File: config.mk
export PLATFORM = sky130hd
export DESIGN_NAME = brpi_scan_flat
export DESIGN_NICKNAME = d
export VERILOG_FILES = /design/src/brpi_pkg.sv /design/src/brpi_ifs.sv /design/src/brpi_scan.sv /design/src/flat_wrapper.sv
export SDC_FILE = /design/constraint.sdc
export NUM_CORES = 1
export LEC_CHECK = 0
export ABC_AREA = 1
export ABC_CLOCK_PERIOD_IN_PS = 7750
export BUFFER_PORTS_ARGS = -buffer_cell sky130_fd_sc_hd__buf_4
export CORE_ASPECT_RATIO = 0.6
export CORE_MARGIN = 5
export CORE_UTILIZATION = 59
export DETAILED_ROUTE_END_ITERATION = 10
export PLACE_DENSITY = 0.85
export SLEW_MARGIN = 10
export SYNTH_ARGS = -nofsm -noshare
export SYNTH_HDL_FRONTEND = slang
export SYNTH_SLANG_ARGS = --single-unit
File: constraint.sdc
create_clock -name clk -period 7.75 [get_ports clk]
set_input_delay 1.1625 -clock clk [delete_from_list [all_inputs] [get_ports clk]]
set_output_delay 1.1625 -clock clk [all_outputs]
set_load 0.02 [all_outputs]
File: src/brpi_pkg.sv
// Shared types and constants of the bidirectional raster pixel index block.
// No dependencies; every other file but the assertion macros header imports this package.
package brpi_pkg;

  localparam int MAX_LINE_PIXELS = 4096;
  localparam int MAX_FRAME_LINES = 4096;

  // Counter and length widths follow from the frame limits.
  localparam int COL_W  = $clog2(MAX_LINE_PIXELS);
  localparam int LINE_W = $clog2(MAX_FRAME_LINES);
  localparam int LEN_W  = $clog2(MAX_LINE_PIXELS + 1);
  localparam int FLEN_W = $clog2(MAX_FRAME_LINES + 1);
  localparam int PROD_W = LINE_W + LEN_W;

  // Fixed field widths of the register file and the result.
  localparam int PIX_W      = 13;
  localparam int TURN_W     = 12;
  localparam int CUT_W      = 12;
  localparam int SEND_W     = 13;
  localparam int FRAME_W    = 13;
  localparam int SLINE_W    = 12;
  localparam int SCOL_W     = 12;
  localparam int INDEX_W    = 24;
  localparam int CFG_ADDR_W = 3;
  localparam int CFG_DATA_W = 13;

  // Register indexes.
  localparam logic [CFG_ADDR_W-1:0] REG_PIXELS_PER_LINE = 3'd0;
  localparam logic [CFG_ADDR_W-1:0] REG_TURN_PIXELS     = 3'd1;
  localparam logic [CFG_ADDR_W-1:0] REG_CUTOFF_LINES    = 3'd2;
  localparam logic [CFG_ADDR_W-1:0] REG_SCAN_END_LINE   = 3'd3;
  localparam logic [CFG_ADDR_W-1:0] REG_LINES_PER_FRAME = 3'd4;
  localparam logic [CFG_ADDR_W-1:0] REG_START_LINE      = 3'd5;
  localparam logic [CFG_ADDR_W-1:0] REG_START_COLUMN    = 3'd6;

  // Reset values of the registers.
  localparam logic [PIX_W-1:0]   RST_PIXELS_PER_LINE = 13'd512;
  localparam logic [TURN_W-1:0]  RST_TURN_PIXELS     = 12'd0;
  localparam logic [CUT_W-1:0]   RST_CUTOFF_LINES    = 12'd0;
  localparam logic [SEND_W-1:0]  RST_SCAN_END_LINE   = 13'd512;
  localparam logic [FRAME_W-1:0] RST_LINES_PER_FRAME = 13'd512;
  localparam logic [SLINE_W-1:0] RST_START_LINE      = 12'd0;
  localparam logic [SCOL_W-1:0]  RST_START_COLUMN    = 12'd0;

  // Effective scan geometry seen by the datapath.
  typedef struct packed {
    logic [LEN_W-1:0]   plen;       // line length forced into [1, MAX_LINE_PIXELS]
    logic [FLEN_W-1:0]  flen;       // frame length forced into [1, MAX_FRAME_LINES]
    logic [TURN_W-1:0]  turn;
    logic [CUT_W-1:0]   cutoff;
    logic [SEND_W-1:0]  scan_end;
    logic [SLINE_W-1:0] start_line;
    logic [SCOL_W-1:0]  start_col;
    logic [LEN_W-1:0]   width;      // image width, meaningful when turn_ok
    logic               turn_ok;
  } geom_t;

  // Position stage contents handed to the index stage.
  typedef struct packed {
    logic [LINE_W-1:0] row;
    logic [LEN_W-1:0]  offset;
    logic              in_image;
    logic              backward;
  } pos_t;

endpackage

File: src/brpi_ifs.sv
// Valid/ready channel interfaces of the bidirectional raster pixel index block.
// Depends on brpi_pkg for the payload widths.
interface brpi_sample_if;
  logic valid;
  logic ready;
  logic restart;

  modport source (output valid, output restart, input ready);
  modport sink (input valid, input restart, output ready);
endinterface


File: src/brpi_scan.sv
// Line and column counters with the position stage register.
// Depends on brpi_pkg and brpi_sample_if.
module brpi_scan
  import brpi_pkg::*;
(
  input  logic        clk,
  input  logic        rst,
  brpi_sample_if.sink sample,
  input  geom_t       geom,
  output pos_t        pos,
  output logic        pos_valid,
  input  logic        pos_take
);

  logic [LINE_W-1:0] line_count;
  logic [COL_W-1:0]  column_count;
  logic [LINE_W-1:0] line_count_next;
  logic [COL_W-1:0]  column_count_next;

  logic [LINE_W-1:0] line_sel;
  logic [COL_W-1:0]  col_sel;
  logic [LINE_W-1:0] line_eff;
  logic [COL_W-1:0]  col_eff;
  logic [LEN_W-1:0]  col_inc;
  logic [FLEN_W-1:0] line_inc;
  logic [LEN_W-1:0]  col_off;
  logic              line_in;
  logic              accept;
  pos_t              pos_next;

  assign sample.ready = !pos_valid || pos_take;
  assign accept       = sample.valid && sample.ready;

  always_comb begin
    line_sel = sample.restart ? LINE_W'(geom.start_line) : line_count;
    col_sel  = sample.restart ? COL_W'(geom.start_col) : column_count;
    // A position at or beyond the current length falls back to zero.
    line_eff = (FLEN_W'(line_sel) >= geom.flen) ? '0 : line_sel;
    col_eff  = (LEN_W'(col_sel) >= geom.plen) ? '0 : col_sel;

    line_in = (32'(line_eff) >= 32'(geom.cutoff)) &&
              (32'(line_eff) < 32'(geom.scan_end)) && geom.turn_ok;
    pos_next.backward = line_eff[0];
    pos_next.in_image = line_in && (32'(col_eff) >= 32'(geom.turn));

    col_off = LEN_W'(col_eff) - LEN_W'(geom.turn);
    if (pos_next.in_image) begin
      pos_next.row    = line_eff - LINE_W'(geom.cutoff);
      pos_next.offset = line_eff[0] ? (geom.width - LEN_W'(1) - col_off) : col_off;
    end else begin
      pos_next.row    = '0;
      pos_next.offset = '0;
    end

    col_inc  = LEN_W'(col_eff) + LEN_W'(1);
    line_inc = FLEN_W'(line_eff) + FLEN_W'(1);
    if (col_inc >= geom.plen) begin
      column_count_next = '0;
      line_count_next   = (line_inc >= geom.flen) ? '0 : LINE_W'(line_inc);
    end else begin
      column_count_next = COL_W'(col_inc);
      line_count_next   = line_eff;
    end
  end

  always_ff @(posedge clk) begin
    if (rst) begin
      line_count   <= '0;
      column_count <= '0;
      pos_valid    <= 1'b0;
    end else begin
      if (accept) begin
        line_count   <= line_count_next;
        column_count <= column_count_next;
        pos_valid    <= 1'b1;
      end else if (pos_take) begin
        pos_valid <= 1'b0;
      end
    end
  end

  always_ff @(posedge clk) begin
    if (accept) begin
      pos <= pos_next;
    end
  end

endmodule

File: src/flat_wrapper.sv
// flat-port wrapper written by rule: the top's interface ports become plain ports
module brpi_scan_flat import brpi_pkg::*;
  (clk, rst, geom, pos, pos_valid, pos_take, sample_valid, sample_restart, sample_ready);
  brpi_sample_if sample_i ();
  input  logic clk;
  input  logic rst;
  input  geom_t geom;
  output pos_t pos;
  output logic pos_valid;
  input  logic pos_take;
  input wire logic [$bits(sample_i.valid)-1:0] sample_valid;
  input wire logic [$bits(sample_i.restart)-1:0] sample_restart;
  output wire logic [$bits(sample_i.ready)-1:0] sample_ready;
  assign sample_i.valid = sample_valid;
  assign sample_i.restart = sample_restart;
  assign sample_ready = sample_i.ready;
  brpi_scan u_core (.clk(clk), .rst(rst), .sample(sample_i), .geom(geom), .pos(pos), .pos_valid(pos_valid), .pos_take(pos_take));
endmodule
-- After elaboration in Yosys (flattened, before gate mapping)
Cells that the tools add are included.
- bits in registers: 52
- output and inout bits: 29
- logic and storage cells: 37
- $add $sub $neg: 6
- magnitude comparators: 7
- mux-type cells: 10
- reduce and logical (&&, ||, !) cells: 7
- operators by type and width (cell ; number):
    $mux 12 ; 7
    $add 12x1->13 const B ; 2
    $ge 12x13->1 ; 2
    $ge 13x13->1 ; 2
    $ge 12x12->1 ; 2
    $lt 12x13->1 ; 1
    $mux 13 ; 1
    $sub 12x12->13 ; 1
    $sub 13x1->13 const B ; 1
    $sub 13x13->13 ; 1
    $sub 12x12->12 ; 1
    $logic_and 1x1->1 ; 4
    $mux 1 ; 2
    $reduce_bool 2->1 ; 1
    $logic_not 1->1 ; 1
    $logic_or 1x1->1 ; 1

-- Logic depth before layout (Yosys ltp)
Gate-level depths: netlist of the first run.
- word-level depth: 7
- gate-level depth with buffers: 36

-- Least setup slack after synthesis of the first run
OpenSTA, ideal clock, no wires.
- path type: input to register
- start point: in sample_restart
- end point: reg, netlist name u_core.pos[13]
- setup time: 0.253 ns
- arrival time: 5.417 ns
- data required time: 7.497 ns
- slack: 2.081 ns
- cell stages on the path: 34
- buffers on the path: 3
- path through: buf_4 -> buf_2 -> clkbuf_1 -> nand2_1 -> o21ai_0 -> inv_1 -> ha_1 -> a21oi_1 -> nand2_1 -> nand2_1 -> nand2_1 -> nor2_1 -> nand2_1 -> nor2_1 -> inv_1 -> ha_1 -> fa_1 -> inv_1 -> nand3_1 -> nand2_1 -> a21oi_1 -> xor2_1 -> ha_1 -> nand2_1 -> nor2_1 -> nand2_1 -> o211ai_1 -> nand2_1 -> nand3_1 -> nand2_1 -> o21bai_1 -> a21oi_1 -> nor2_1 -> nor2_1
- cells in the longest elaborated chain, start to end: 7
- elaborated cells on any way between the ends: 15
- those cells by class: 2 x add/sub; 5 x order compare; 5 x mux; 3 x reduce/logical
- RTL lines (item ; line ; source):
    start, declared ; flat_wrapper.sv:12 ; input wire logic [$bits(sample_i.restart)-1:0] sample_restart;
    branches (longest 7 deep; another with $ge 12x13->1) ; n/a ;
Several ways; the timed one is not identified.
A chain may end at the register's enable or synchronous reset.

-- Final worst setup path of the first run
- start point: in sample_restart
- end point: reg, netlist name u_core.pos[13]
- cells in the longest elaborated chain, start to end: 7
- elaborated cells on any way between the ends: 15
- those cells by class: 2 x add/sub; 5 x order compare; 5 x mux; 3 x reduce/logical
- RTL lines (item):
    branches (longest 7 deep; another with $ge 12x13->1)
Several ways; the timed one is not identified.

==> results of run 1 <==
==> metal layers <==
| metal | global-route usage, % | part of all wire (%) | wire length (um) |
|---|---|---|---|
| met1 | 39.5 | 48 | 8820 |
| met4 | 5.90 | 1.2 | 220 |
| met3 | 4.98 | 9.8 | 1800 |
| met5 | 0 | 0 | 0 |
| met2 | 39.8 | 41 | 7630 |
==> cell families after synthesis <==
kind of cell	share of synthesized area [%]
muxes	0.310
adders and majority gates	19.5
DFF	20.3
AOI/OAI and AO/OA	14.8
and+or+nand+nor	28.2
xor gates and xnor gates	4.05
buffers and inverters	12.9
==> registers in the layout, summed over array words and instances (netlist names) <==
name                 cells
u_core.column_count     12
u_core.line_count       12
u_core.pos              27
u_core.pos_valid         1
==> worst min-delay path, delay by kind of cell (launching register included) <==
kind             cells  cell delay (ns)
flip-flops           1             0.31
AND/OR/NAND/NOR      1             0.06
AO/OA/AOI/OAI        1             0.05
==> area by class of cell <==
type	count	share of cell area [%]
clock buffers	6	1.67
well taps	139	2.25
repair buffers	138	13.4
multi-input cells	723	55.9
flip-flops and latches	52	17.0
inverters	196	9.54
clock inverters	2	0.178
==> worst max-delay path by stage <==
stage,startpoint,end,slack (ns),depth (start not counted)
5_1_grt,sample_restart,u_core.pos[13],0.79,31
3_5_place_dp,sample_restart,u_core.pos[13],1.13,31
6_report,sample_restart,u_core.pos[13],1.29,31
3_3_place_gp,sample_restart,u_core.pos[13],1.44,31
2_1_floorplan,sample_restart,u_core.pos[13],2.08,34
4_1_cts,sample_restart,u_core.pos[13],1.44,31
==> cell usage in the layout (no fill, tap or decap), types with 4 or more instances in the layout <==
cell type	instances
sky130_fd_sc_hd__a21oi_1	98
sky130_fd_sc_hd__a22oi_1	4
sky130_fd_sc_hd__buf_4	138
sky130_fd_sc_hd__clkbuf_16	5
sky130_fd_sc_hd__dfxtp_1	25
sky130_fd_sc_hd__edfxtp_1	27
sky130_fd_sc_hd__ha_1	96
sky130_fd_sc_hd__inv_1	191
sky130_fd_sc_hd__inv_2	5
sky130_fd_sc_hd__nand2_1	225
sky130_fd_sc_hd__nand3_1	50
sky130_fd_sc_hd__nand4_1	32
sky130_fd_sc_hd__nor2_1	78
sky130_fd_sc_hd__nor2_2	4
sky130_fd_sc_hd__nor3_1	8
sky130_fd_sc_hd__o21ai_0	50
sky130_fd_sc_hd__o21bai_1	6
sky130_fd_sc_hd__or2_2	6
sky130_fd_sc_hd__xnor2_1	9
sky130_fd_sc_hd__xor2_1	19
==> power breakdown <==
| part | switching (mW) | leakage, nW | internal (mW) |
|---|---|---|---|
| Clock | 0.110 | 0.0712 | 0.121 |
| Sequential | 0.00846 | 0.482 | 0.311 |
| Combinational | 0.411 | 3.70 | 0.258 |
==> run metrics, run 1 <==
Max stage delay cell, worst path sky130_fd_sc_hd__nor2_1; end point of the most critical hold path u_core.column_count[6]; cells on worst reg2reg path 29; Max Cap Violations 0; most instantiated flip-flop cell in the synthesis netlist sky130_fd_sc_hd__edfxtp_1; RSZ-0062 raised after global routing no; drc violations 0; biggest area contributors in the synthesized netlist sky130_fd_sc_hd__ha_1, sky130_fd_sc_hd__nand2_1, sky130_fd_sc_hd__edfxtp_1, sky130_fd_sc_hd__inv_1, sky130_fd_sc_hd__dfxtp_1; startpoint class of the critical path input pin; area of the die 13200 um^2; synthesized instance count 990; min-delay worst type flip-flop to flip-flop; number of post-CTS setup repair buffers 0; combined flip-flop and latch cell area 1310 um^2; Util after Layout 72.6%; worst setup path class input pin to flip-flop; proportion of synthesized flip-flops having asynchronous set or reset 0%; final instance area 7710 um^2; sequential fraction of the synthesis area 20.3%; Place WS 1.13 ns; buffers plus inverters on the worst setup path 4; Required @ worst endpoint 7.82 ns; minimum period implied by the final worst setup slack 6.46 ns; Sum Neg Setup Slack 0 ns; CTS tree done; layout overhead on the synthesized area 19.5%; maximum number of pins on one net before global-route repair 47; remaining antenna violation count after routing 0; minimum hold slack 0.464 ns; Gates resized, CTS repair 0; Buffers on Ports 134; max-slew violation total from the final report 0; setup slack on the worst flop-to-flop path 2.13 ns; DR iter-0 viols 623; library cell with the highest instance count after synthesis sky130_fd_sc_hd__nand2_1; antenna violations before repair 0; maximum fanout count along the critical path 46; proportion of layout cells with a drive suffix above 1 15.0%; top cell type's share of synthesized area 18.6%; final setup violation count 0; headroom to the max-slew limit 49.6%; run status completed; commonest cells in the netlist sky130_fd_sc_hd__nand2_1, sky130_fd_sc_hd__inv_1, sky130_fd_sc_hd__a21oi_1; later-pin clock latency in the skew report 0.31 ns; buffer depth of the longest clock path 2; number of non-filler instances in the completed layout 1256; post-synth design cell area 6460 um^2; post-synthesis register bit count 52; number of synthesized flops with an enable pin 27; Overflow after GRT 0; Peak supply drop 0.000103 V; number of filler instances in the final layout 917; most area-hungry cell type in the Yosys netlist sky130_fd_sc_hd__ha_1; endpoints failing hold 0; clock sink count 52; area of the multi-input gates 4310 um^2; Net Count, Synth 1195; Placed Cells incl. Taps 1248; CTS H-Tree Depth 2; CP dominant cell by count sky130_fd_sc_hd__nand2_1; total power divided by cell area 158 nW/um^2; DP Wirelength 15300 um; final period utilization 83.3%; final setup slack of the worst path 1.29 ns; FP Rows 29; Crit Reg-Reg Endpoint u_core.pos[13]; post-layout power 1.22 mW; Setup crit end kind flip-flop; clock-pin slew on the worst setup and hold paths 0.08 ns; Die Height 91.0 um; Hold Path Cell Cnt 2; cell family with the largest share of critical-path delay simple AND/OR/NAND/NOR gates; R2R Path Start u_core.column_count[2]; setup clock skew after layout 0.0138 ns; cts bufs inserted 5; worst min-delay path startpoint u_core.column_count[6]; starting density of the core 60.7%; overall routing resource usage 26.5%; Via-to-Cell Ratio 5.50; buffer type at the clock tree root sky130_fd_sc_hd__clkbuf_16; first-pass GRT wire length 29500 um; Crit path arrival time 6.53 ns; number of vias in the routed layout 6911; biggest cell delay along the critical path 0.45 ns; number of detailed-route iterations in the first pass 6; wire length per cell after detailed routing 14.7 um; Avg Synthesized Cell Area 6.52 um^2; # hold bufs at CTS 0; count of cell types in the netlist 47; gpl congestion 0.979; via count of the first global-routing pass 6167; Yosys warning total 0; chip width 145 um; Fmax 155 MHz; net count reported at finish 1321; antenna cell count 0; leakage component of the power 4.25 nW; wire length reported by the detailed router 18500 um; cell area after placement 7570 um^2; standard cell core area 10600 um^2; Worst Tran Pin Value 0.756 ns; I/O Pins 135
Power figures use the tool's default switching activity.
==> run 2, diff against run 1 <==
--- a/config.mk
+++ b/config.mk
@@ -5,14 +5,14 @@
 export SDC_FILE = /design/constraint.sdc
 export NUM_CORES = 1
 export LEC_CHECK = 0
-export ABC_AREA = 1
-export ABC_CLOCK_PERIOD_IN_PS = 7750
+export ABC_AREA = 0
+export ABC_CLOCK_PERIOD_IN_PS = 6200
 export BUFFER_PORTS_ARGS = -buffer_cell sky130_fd_sc_hd__buf_4
 export CORE_ASPECT_RATIO = 0.6
 export CORE_MARGIN = 5
-export CORE_UTILIZATION = 59
+export CORE_UTILIZATION = 57
 export DETAILED_ROUTE_END_ITERATION = 10
-export PLACE_DENSITY = 0.85
+export PLACE_DENSITY = 0.83
 export SLEW_MARGIN = 10
 export SYNTH_ARGS = -nofsm -noshare
 export SYNTH_HDL_FRONTEND = slang
==> constraint.sdc (replaced) <==
create_clock -name clk -period 6.2 [get_ports clk]
set_input_delay 0.93 -clock clk [delete_from_list [all_inputs] [get_ports clk]]
set_output_delay 0.93 -clock clk [all_outputs]
set_load 0.02 [all_outputs]
==> run 2 against run 1 <==
  * First-iteration DRC count grew 2.9%
  * Total power rose by 20%
  * Clock skew shrank 0.0058 ns
  * Area after synthesis shrank 4.0%
  * Sequential share of layout area hardly changed
  * Via count decreased by 6.7%
  * Combinational power rose by 16%
  * Die area down 0.62%
  * Register-to-register slack got worse by 1.3 ns
  * Utilization rose by 0.083 points
  * Critical endpoint is now u_core.line_count[3]
==> run metrics, run 2 <==
post-layout power 1.47 mW; gpl congestion 0.961; Peak supply drop 0.000131 V; combined flip-flop and latch cell area 1310 um^2; top cell type's share of synthesized area 19.4%; wire length per cell after detailed routing 18.0 um; later-pin clock latency in the skew report 0.30 ns; # hold bufs at CTS 0; leakage component of the power 3.95 nW; R2R Path Start u_core.column_count[0]; remaining antenna violation count after routing 0; Die Height 90.8 um; worst setup path class input pin to flip-flop; max-slew violation total from the final report 0; DR iter-0 viols 641; min-delay worst type flip-flop to flip-flop; layout overhead on the synthesized area 24.2%; area of the die 13100 um^2; run status completed; library cell with the highest instance count after synthesis sky130_fd_sc_hd__nor2_1; Avg Synthesized Cell Area 7.94 um^2; cells on worst reg2reg path 24; maximum number of pins on one net before global-route repair 28; antenna violations before repair 0; first-pass GRT wire length 30100 um; most area-hungry cell type in the Yosys netlist sky130_fd_sc_hd__ha_1; DP Wirelength 16500 um; wire length reported by the detailed router 19300 um; Overflow after GRT 0; final setup violation count 0; cts bufs inserted 5; Hold Path Cell Cnt 2; maximum fanout count along the critical path 10; synthesized instance count 780; startpoint class of the critical path input pin; clock sink count 52; final period utilization 96.5%; buffer type at the clock tree root sky130_fd_sc_hd__clkbuf_16; count of cell types in the netlist 72; net count reported at finish 1137; standard cell core area 10600 um^2; Via-to-Cell Ratio 6.02; commonest cells in the netlist sky130_fd_sc_hd__nor2_1, sky130_fd_sc_hd__ha_1, sky130_fd_sc_hd__inv_1; Fmax 167 MHz; CTS tree done; Required @ worst endpoint 6.42 ns; number of detailed-route iterations in the first pass 7; number of flip-flops under the largest register name 27; headroom to the max-slew limit 41.4%; most frequent standard cell in the layout excluding fill and tap cells sky130_fd_sc_hd__buf_4; total power divided by cell area 191 nW/um^2; clock-pin slew on the worst setup and hold paths 0.08 ns; Worst Tran Pin Value 0.878 ns; setup clock skew after layout 0.00803 ns; minimum period implied by the final worst setup slack 5.98 ns; buffer depth of the longest clock path 2; minimum hold slack 0.453 ns; end point of the most critical hold path u_core.column_count[9]; number of filler instances in the final layout 840; post-synth design cell area 6200 um^2; sequential fraction of the synthesis area 21.2%; via count of the first global-routing pass 6036; highest-count cells in the layout ignoring fill and taps sky130_fd_sc_hd__buf_4, sky130_fd_sc_hd__nor2_1, sky130_fd_sc_hd__ha_1; Yosys warning total 0; post-synthesis register bit count 52; area of the multi-input gates 4440 um^2; number of vias in the routed layout 6451; Buffers on Ports 134; antenna cell count 0; number of synthesized flops with an enable pin 27; biggest registers after layout u_core.pos (27), u_core.column_count (12), u_core.line_count (12); Crit Reg-Reg Endpoint u_core.pos[12]; overall routing resource usage 28.6%; proportion of layout cells with a drive suffix above 1 22.2%; most instantiated flip-flop cell in the synthesis netlist sky130_fd_sc_hd__edfxtp_1; proportion of synthesized flip-flops having asynchronous set or reset 0%; I/O Pins 135; setup slack on the worst flop-to-flop path 0.88 ns; chip width 145 um; worst min-delay path startpoint u_core.column_count[9]; biggest area contributors in the synthesized netlist sky130_fd_sc_hd__ha_1, sky130_fd_sc_hd__edfxtp_1, sky130_fd_sc_hd__dfxtp_1, sky130_fd_sc_hd__nor2_1, sky130_fd_sc_hd__inv_1; Net Count, Synth 985; drc violations 0; endpoints failing hold 0; Crit path arrival time 6.20 ns; FP Rows 29; Max Cap Violations 0; CTS H-Tree Depth 2; starting density of the core 58.5%; largest register by flop count u_core.pos; Setup crit end kind flip-flop
==> run 2: stage by stage <==
step	cells	setup slack (ns)	util (%)	TNS [ns]	instance area, um^2
final	1072	0.219	72.6	0	7700
after CTS	1071	0.234	72.3	0	7660
after global routing	1072	-0.000701	72.6	-0.000701	7700
after floorplan	780	0.0568	-	0	6200
after detailed placement	1063	-0.0548	70.9	-0.319	7510
after global placement	1063	0.0824	70.9	0	7510
==> run 2: kinds of logic (layout without fill, tap and decap cells) <==
family / count (synthesis) / count (layout) / share of synthesized area, %
flops: 52 / 52 / 21.2
compound gates: 180 / 180 / 20.3
mux: 25 / 25 / 4.22
simple gates: 263 / 263 / 20.1
buf+inv: 117 / 270 / 7.57
fa+ha+maj: 102 / 102 / 20.8
xor+xnor: 41 / 41 / 5.80
==> run 2: how the worst max path moves through the flow <==
stage | startpoint | slack, ns | end
finish | sample_restart | 0.22 | u_core.line_count[3]
detailed placement | sample_restart | -0.05 | u_core.line_count[3]
CTS | sample_restart | 0.23 | u_core.line_count[3]
global route | sample_restart | -0.0007 | u_core.pos[12]
floorplan | sample_restart | 0.06 | u_core.pos[12]
global placement | sample_restart | 0.08 | u_core.line_count[5]
==> run 2: layout make-up <==
class	instances	area share [%]
Multi-Input combinational cell	611	57.7
Sequential cell	52	17.0
Timing Repair Buffer	169	16.5
Inverter	93	4.54
Tap cell	139	2.26
Clock buffer	5	1.63
Clock inverter	3	0.358
==> run 2: power breakdown <==
group,internal (mW),switching [mW]
clock,0.154,0.141
combinational,0.342,0.437
sequential,0.383,0.0108
==> run 2: metal layers <==
layer  track usage (%)  wire length (um)
met1              45.4              8990
met2              41.4              7820
met3              3.70              2230
met4              4.89               305
met5                 0                 0
==> run 2: critical path, stage by stage <==
cell                        delay (ns)
sky130_fd_sc_hd__buf_4            0.18
sky130_fd_sc_hd__buf_4            0.21
sky130_fd_sc_hd__mux2i_2          0.29
sky130_fd_sc_hd__inv_1            0.13
sky130_fd_sc_hd__ha_1             0.31
sky130_fd_sc_hd__a21oi_1          0.15
sky130_fd_sc_hd__nor2_1           0.05
sky130_fd_sc_hd__a2111oi_0        0.48
sky130_fd_sc_hd__o31ai_1          0.25
sky130_fd_sc_hd__a21o_1           0.23
sky130_fd_sc_hd__nor2b_2          0.22
sky130_fd_sc_hd__ha_1             0.24
sky130_fd_sc_hd__nand2_1          0.10
sky130_fd_sc_hd__nor2_1           0.20
sky130_fd_sc_hd__xnor2_1          0.10
sky130_fd_sc_hd__nor2_1           0.18
sky130_fd_sc_hd__ha_1             0.28
sky130_fd_sc_hd__and3_1           0.19
sky130_fd_sc_hd__a21oi_1          0.10
sky130_fd_sc_hd__o21ai_0          0.09
sky130_fd_sc_hd__o31ai_1          0.25
sky130_fd_sc_hd__a21oi_1          0.15
sky130_fd_sc_hd__a2111oi_4        0.34
sky130_fd_sc_hd__buf_4            0.22
sky130_fd_sc_hd__a221oi_1         0.08
sky130_fd_sc_hd__nor3_1           0.25
==> run 2: timing repair <==
item	CTS	global route
gates resized for setup	0	5
setup endpoints to repair	0	18
setup buffers	0	1
==> run 3, diff against run 2 <==
--- a/config.mk
+++ b/config.mk
@@ -5,7 +5,7 @@
 export SDC_FILE = /design/constraint.sdc
 export NUM_CORES = 1
 export LEC_CHECK = 0
-export ABC_AREA = 0
+export ABC_AREA = 1
 export ABC_CLOCK_PERIOD_IN_PS = 6200
 export BUFFER_PORTS_ARGS = -buffer_cell sky130_fd_sc_hd__buf_4
 export CORE_ASPECT_RATIO = 0.6
==> run 3 against run 2 <==
  * Setup slack better by 0.29 ns
  * Via count is 6.3% higher
  * Worst hold slack better by 0.012 ns
  * Critical path depth is 6 higher
  * Sequential share of layout area is 0.17 points lower
  * Total power is 3.1% higher
==> run metrics, run 3 (synthesis results as in run 1) <==
run status completed; wire length per cell after detailed routing 14.3 um; RSZ-0062 raised after global routing no; Crit Reg-Reg Endpoint u_core.pos[13]; most frequent standard cell in the layout excluding fill and tap cells sky130_fd_sc_hd__nand2_1; Place WS 0.0413 ns; cts bufs inserted 5; R2R Path Start u_core.column_count[2]; switching power of the nets 0.648 mW; highest-count cells in the layout ignoring fill and taps sky130_fd_sc_hd__nand2_1, sky130_fd_sc_hd__inv_1, sky130_fd_sc_hd__buf_4; starting density of the core 57.7%; gpl congestion 0.979; cells on worst reg2reg path 30; area of the die 13600 um^2; FP Rows 30; Die Height 92.4 um; number of non-filler instances in the completed layout 1266; minimum period implied by the final worst setup slack 5.69 ns; number of vias in the routed layout 6859; DP Wirelength 15300 um; Logic pwr share 55.0%; Buffers on Ports 134; launch point of the worst path sample_restart; total power divided by cell area 195 nW/um^2; later-pin clock latency in the skew report 0.29 ns; CTS tree done; proportion of layout cells with a drive suffix above 1 15.7%; first-pass GRT wire length 29700 um; biggest registers after layout u_core.pos (27), u_core.column_count (12), u_core.line_count (12); Placed Cells incl. Taps 1258; biggest cell delay along the critical path 0.43 ns; largest register by flop count u_core.pos; Sum Neg Setup Slack 0 ns; I/O Pins 135; Hold Path Cell Cnt 2; maximum fanout count along the critical path 46; sequential share of power 26.4%; Crit path arrival time 5.75 ns; number of flip-flops under the largest register name 27; setup clock skew after layout 0.00653 ns; Worst Tran Pin Value 0.557 ns; Int Pwr 0.865 mW; buffer type at the clock tree root sky130_fd_sc_hd__clkbuf_16; final instance area 7770 um^2; overall routing resource usage 26.4%; antenna violations before repair 0; clock sink count 52; Max Cap Violations 0; wire length reported by the detailed router 18100 um; net count reported at finish 1326; final setup violation count 0; chip width 147 um; number of detailed-route iterations in the first pass 5; final setup slack of the worst path 0.506 ns; Setup crit end kind flip-flop; startpoint class of the critical path input pin; standard cell core area 11200 um^2; endpoints failing hold 0; remaining antenna violation count after routing 0; end point of the critical path u_core.pos[13]; worst min-delay path startpoint u_core.line_count[0]; sw frac 42.8%; portion of total power attributed to the clock network 18.6%; worst setup path class input pin to flip-flop; Max stage delay cell, worst path sky130_fd_sc_hd__fa_1; CTS H-Tree Depth 2; Via-to-Cell Ratio 5.42; headroom to the max-slew limit 62.7%; Required @ worst endpoint 6.25 ns; buffer depth of the longest clock path 2; via count of the first global-routing pass 6198; DR iter-0 viols 576; Overflow after GRT 0; cell area after placement 7610 um^2; antenna cell count 0; maximum number of pins on one net before global-route repair 47; layout overhead on the synthesized area 20.4%; CP dominant cell by count sky130_fd_sc_hd__nand2_1; drc violations 0; Peak supply drop 0.000160 V; number of post-CTS setup repair buffers 0; max-slew violation total from the final report 0; setup slack on the worst flop-to-flop path 1.13 ns; leakage component of the power 4.28 nW; clock-pin slew on the worst setup and hold paths 0.07 ns; final period utilization 91.8%; min-delay worst type flip-flop to flip-flop; Fmax 176 MHz
run 3: what timing repair did:
item / CTS / global route
hold buffers: 0 / 0
setup endpoints to repair: 0 / 5
resized for setup: 0 / 4
run 3: how the worst min path moves through the flow:
stage,end,slack [ns]
3_5_place_dp,u_core.line_count[0],0.46
4_1_cts,u_core.line_count[0],0.47
3_3_place_gp,u_core.column_count[11],0.45
5_1_grt,u_core.column_count[3],0.49
2_1_floorplan,u_core.column_count[10],0.44
6_report,u_core.line_count[0],0.46
run 3: routing by layer:
layer	share of wire (%)	global-route usage [%]	vias up
li1	-	-	3498
met1	49	40.7	3024
met2	40	38.6	319
met3	9.5	4.94	18
met4	1.1	3.80	0
met5	0	0	-
run 3: per-stage QoR:
| step | power (mW) | hold slack, ns | utilization, % |
|---|---|---|---|
| finish | 1.51 | 0.465 | 69.5 |
| global route | 1.64 | 0.493 | 69.5 |
| floorplan | 0.995 | 0.442 | - |
| detailed placement | 1.22 | 0.456 | 68.1 |
| global placement | 1.21 | 0.453 | 68.1 |
| CTS | 1.50 | 0.466 | 69.3 |
run 3: area by class of cell:
class,instances,area (um^2)
flip-flops and latches,52,1310
inverters,196,736
fillers,1033,3410
well taps,144,180
clock buffers,6,129
multi-input cells,723,4330
repair buffers,143,1070
clock inverters,2,12.5
run 3: worst max-delay path: cells and delay by family:
family / cells / cell delay (ns)
AOI/OAI and AO/OA: 8 / 1.06
and+or+nand+nor: 14 / 1.40
xor gates and xnor gates: 1 / 0.16
buffers and inverters: 5 / 0.82
adders and majority gates: 4 / 1.34
run 3: power by group through the flow:
stage | Sequential [mW] | Combinational, mW | Clock (mW)
3_5_place_dp | 0.406 | 0.815 | 0
6_report | 0.399 | 0.833 | 0.281
5_1_grt | 0.402 | 0.946 | 0.293
2_1_floorplan | 0.419 | 0.576 | 0
4_1_cts | 0.399 | 0.820 | 0.282
3_3_place_gp | 0.406 | 0.800 | 0
